## src/sv/indexed_priority_heap_top_macros.svh

```systemverilog
// Assertion macros for the indexed priority heap.
// Used by indexed_priority_heap_top.sv; depends on nothing else.
`ifndef INDEXED_PRIORITY_HEAP_TOP_MACROS_SVH
`define INDEXED_PRIORITY_HEAP_TOP_MACROS_SVH

// Assert that a condition implies a consequence at the same edge.
`define IPH_ASSERT_IMP(label, cond, cons) \
    label: assert property (@(posedge clk) disable iff (!rst_n) (cond) |-> (cons)) \
        else $error("assertion failed");

// Assert that a condition implies a consequence at the next edge.
`define IPH_ASSERT_NEXT(label, cond, cons) \
    label: assert property (@(posedge clk) disable iff (!rst_n) (cond) |=> (cons)) \
        else $error("assertion failed");

`endif

```

## src/sv/iph_cmd_fifo.sv

```systemverilog
// Short queue of accepted items between the front and the heap engine.
// Depends on nothing.
`default_nettype none
module iph_cmd_fifo #(
    parameter int WIDTH = 8
) (
    input  wire logic             clk,
    input  wire logic             rst_n,
    input  wire logic             wr_en,
    input  wire logic [WIDTH-1:0] wr_data,
    output logic                  full,
    input  wire logic             rd_en,
    output logic [WIDTH-1:0]      rd_data,
    output logic                  empty
);

    // Two entries, one write and one read pointer bit plus wrap bit.
    logic [WIDTH-1:0] mem_reg [2];
    logic [1:0] wp_reg, rp_reg;

    assign empty   = (wp_reg == rp_reg);
    assign full    = (wp_reg[0] == rp_reg[0]) && (wp_reg[1] != rp_reg[1]);
    assign rd_data = mem_reg[rp_reg[0]];

    // Pointer update.
    always_ff @(posedge clk or negedge rst_n)
    begin
        if (!rst_n)
        begin
            wp_reg <= '0;
            rp_reg <= '0;
        end
        else
        begin
            if (wr_en && !full)
                wp_reg <= wp_reg + 2'd1;
            if (rd_en && !empty)
                rp_reg <= rp_reg + 2'd1;
        end
    end

    // Storage.
    always_ff @(posedge clk)
    begin
        if (wr_en && !full)
            mem_reg[wp_reg[0]] <= wr_data;
    end

endmodule
`default_nettype wire

```

## config.mk

```make
export PLATFORM = sky130hd
export DESIGN_NAME = iph_cmd_fifo
export DESIGN_NICKNAME = d
export VERILOG_FILES = /design/src/sv/indexed_priority_heap_top_macros.svh /design/src/sv/iph_cmd_fifo.sv
export SDC_FILE = /design/constraint.sdc
export NUM_CORES = 1
export LEC_CHECK = 0
export CORE_MARGIN = 2
export CORE_UTILIZATION = 58
export CTS_CLUSTER_DIAMETER = 200
export DETAILED_ROUTE_END_ITERATION = 8
export DONT_BUFFER_PORTS = 1
export PLACE_DENSITY_LB_ADDON = 0.1
export SLEW_MARGIN = 0
export SYNTH_ARGS = -nofsm -noshare
export SYNTH_HDL_FRONTEND = slang
export SYNTH_SLANG_ARGS = --single-unit
```

## constraint.sdc

```tcl
create_clock -name clk -period 1.9 [get_ports clk]
set_input_delay 0.19 -clock clk [delete_from_list [all_inputs] [get_ports clk]]
set_output_delay 0.19 -clock clk [all_outputs]
set_load 0.005 [all_outputs]
```

==> run_results.csv <==
group,metric,value,unit
outcome,status,"finished, final reports clean",
yosys,syn_avg_cell_area,15.3,um^2
sta,fin_skew,0.00215,ns
hold_path,whs_endpoint,"rp_reg[0]",
sta,fmax,619,MHz
setup_path,crit_fanout,16,
setup_path,r2r-start,"rp_reg[0]",
sta,fin_ws,0.284,ns
global_routing,grt-ovfl-total,0,
clock_network,tritoncts,"yes",
sta,hold_violations,0,
clock_network,clock-root-buffer,"clkbuf_4",
placement,hpwl,922,um
clock_network,clkLatencyLatePin,0.29,ns
setup_path,worstReg2RegEnd,"mem_reg[0][2]",
setup_path,arrival,1.43,ns
placement,dp_slack,0.531,ns
yosys,synth-seq-area-share,68.8,%
setup_path,rrSetupSlack,0.50,ns
yosys,synth_nets,67,
yosys,synthDistinctLibCells,20,
global_routing,grt_pass1_vias,499,
yosys,synth_cells,55,
floorplanning,die_area,1770,um^2
yosys,ys_seq_elements,20,
pwr,switchingPower,505,uW
cells_and_area,final_common_cell,"edfxtp_1",
yosys,synth_area,843,um^2
sta,tightest_slew,0.551,ns
sta,period_needed,1.62,ns
setup_path,cpPeakStageDelay,0.71,ns
detailed_routing,drc_errors,0,
cells_and_area,drive_gt1_share,23.9,%
pwr,p_clk_share,21.4,%
setup_path,cp.buffers_inverters,0,
setup_path,endpoint_kind,"primary output",
clock_network,htree_levels,1,
pwr,seqPwrFrac,48.3,%
global_routing,antenna_found_initial,0,
yosys,synth_warnings,0,
floorplanning,ioPinCount,22,
clock_network,numCtsBuffers,3,
floorplanning,core-area,1330,um^2
sta,rsz0062_at_grt,"no",
sta,setup_viol,0,
global_routing,grt_first_pass_wirelength,2230,um
pwr,combPwrFrac,30.4,%
detailed_routing,final_antenna_net_count,0,
detailed_routing,drt-total-wl,1440,um
setup_path,crit_path_start_kind,"flop",
sta,slew_headroom,63.2,%
hold_path,worstHoldStart,"rd_en",
cells_and_area,largest_reg_flops,16,
sta,final.setup.tns,0,ns
yosys,ys_top_cells_by_area,"edfxtp_1, mux2_2, dfrtp_1",
placement,gp_congestion,0.680,
yosys,yosys.area.top_type_share,57.0,%
detailed_routing,vias,488,
yosys,yosysTopAreaCell,"edfxtp_1",
clock_network,clock_path_buffers,2,
setup_path,cp_top_family,"flip-flops",
global_routing,grt_usage,17.7,%
floorplanning,die_height,42.1,um
pwr,irDropWorstVdd,1.28,mV
cells_and_area,final_cell_mix,"edfxtp_1, mux2_2, dlygate4sd3_1",
cells_and_area,nNetsFinal,80,
sta,finalCritPeriodShare,85.1,%
setup_path,rr_worst_depth,3,
floorplanning,start_util,63.2,%
cells_and_area,area_growth,18.4,%
pwr,netSwitchingFraction,32.1,%
detailed_routing,wire_per_inst,17.5,um
pwr,power.leakage,0.000367,uW
hold_path,worstHoldPathType,"in -> reg",
pwr,power.total,1570,uW
global_routing,grt_max_degree,17,
pwr,intPower,1070,uW
pwr,power_density,1580,nW/um^2
clock_network,cts.sinks,20,
floorplanning,die_w,42.1,um
setup_path,crit_required,1.71,ns
detailed_routing,first_pass_iters,4,
flow_run,drv_cap,0,
setup_path,cp_slowest_cell,"dfrtp_1",
setup_path,setup.worst_path.class,"reg -> out",
sta,slew_viol_final,0,
floorplanning,placementRows,13,
placement,port_buffers,0,
cells_and_area,diodes,0,
detailed_routing,viasPerCell,5.95,
hold_path,hold_depth,2,
detailed_routing,drt-initial-drc-count,12,
clock_network,clk_pin_slew,0.11,ns
setup_path,path_cells,"mux2_2",
[what timing repair did]
item,in CTS,in global routing
endpoints found under the setup margin,0,0
hold buffers,9,0
buffers inserted,0,0
hold endpoints to repair,20,0
gates resized for setup,0,0
[cells in the mapped netlist]
cell type	instances
edfxtp_1	16
mux2_2	9
dfrtp_1	4
nand2_1	4
nor2_1	4
mux2i_1	2
nand2b_1	2
o21ai_0	2
a21boi_0	1
a21oi_1	1
buf_2	1
buf_6	1
clkbuf_2	1
inv_1	1
nand3_1	1
o211ai_1	1
o21ai_1	1
xnor2_1	1
xor2_1	1
xor2_2	1
[logic make-up after synthesis]
logic type / count (synthesis) / share of synthesized area (%)
AO/OA/AOI/OAI: 6 / 4.15
AND/OR/NAND/NOR: 11 / 5.64
flip-flops: 20 / 68.8
XOR/XNOR: 3 / 4.01
buffers and inverters: 4 / 2.97
multiplexers: 11 / 14.4
[per-stage QoR]
| step | instance area (um^2) | util, % | std cells | hold WS [ns] |
|---|---|---|---|---|
| after detailed placement | 856 | 64.2 | 69 | -0.105 |
| after global routing | 998 | 74.9 | 82 | 0.0538 |
| after global placement | 856 | 64.2 | 69 | -0.105 |
| after floorplan | 843 | - | 55 | -0.106 |
| final | 998 | 74.9 | 82 | 0.0555 |
| after CTS | 998 | 74.9 | 82 | 0.0478 |
[power groups by stage]
| stage | Sequential [uW] | Clock (uW) | Combinational (uW) |
|---|---|---|---|
| 2_1_floorplan | 680 | 0 | 457 |
| 3_3_place_gp | 749 | 0 | 429 |
| 3_5_place_dp | 764 | 0 | 462 |
| 4_1_cts | 758 | 347 | 484 |
| 5_1_grt | 779 | 357 | 529 |
| 6_report | 760 | 336 | 478 |
[area by class of cell]
cell class	instances	area, um^2
sequential	20	581
multi-input combinational	31	238
clock inverter	1	30.0
clock buffer	3	22.5
tap	15	18.8
timing repair buffer	11	105
fill	84	335
inverter	1	3.75
[worst max-delay path by stage]
stage               endpoint  cells past startpoint      start  slack [ns]
2_1_floorplan  mem_reg[1][0]                      2  wp_reg[1]        0.41
3_3_place_gp   mem_reg[0][1]                      3  rp_reg[0]        0.58
3_5_place_dp   mem_reg[0][7]                      3  rp_reg[0]        0.53
4_1_cts           rd_data[1]                      1  rp_reg[0]        0.28
5_1_grt           rd_data[1]                      1  rp_reg[0]        0.20
6_report          rd_data[1]                      1  rp_reg[0]        0.28
[layer usage]
| layer | part of all wire [%] | vias up | wire length (um) | GRT usage [%] |
|---|---|---|---|---|
| met3 | 6.8 | 4 | 98 | 6.03 |
| li1 | - | 220 | - | - |
| met5 | 0 | - | 0 | 0 |
| met4 | 1.7 | 0 | 24 | 7.50 |
| met1 | 39 | 241 | 557 | 18.2 |
| met2 | 53 | 23 | 754 | 32.5 |
Power figures use the tool's default switching activity.
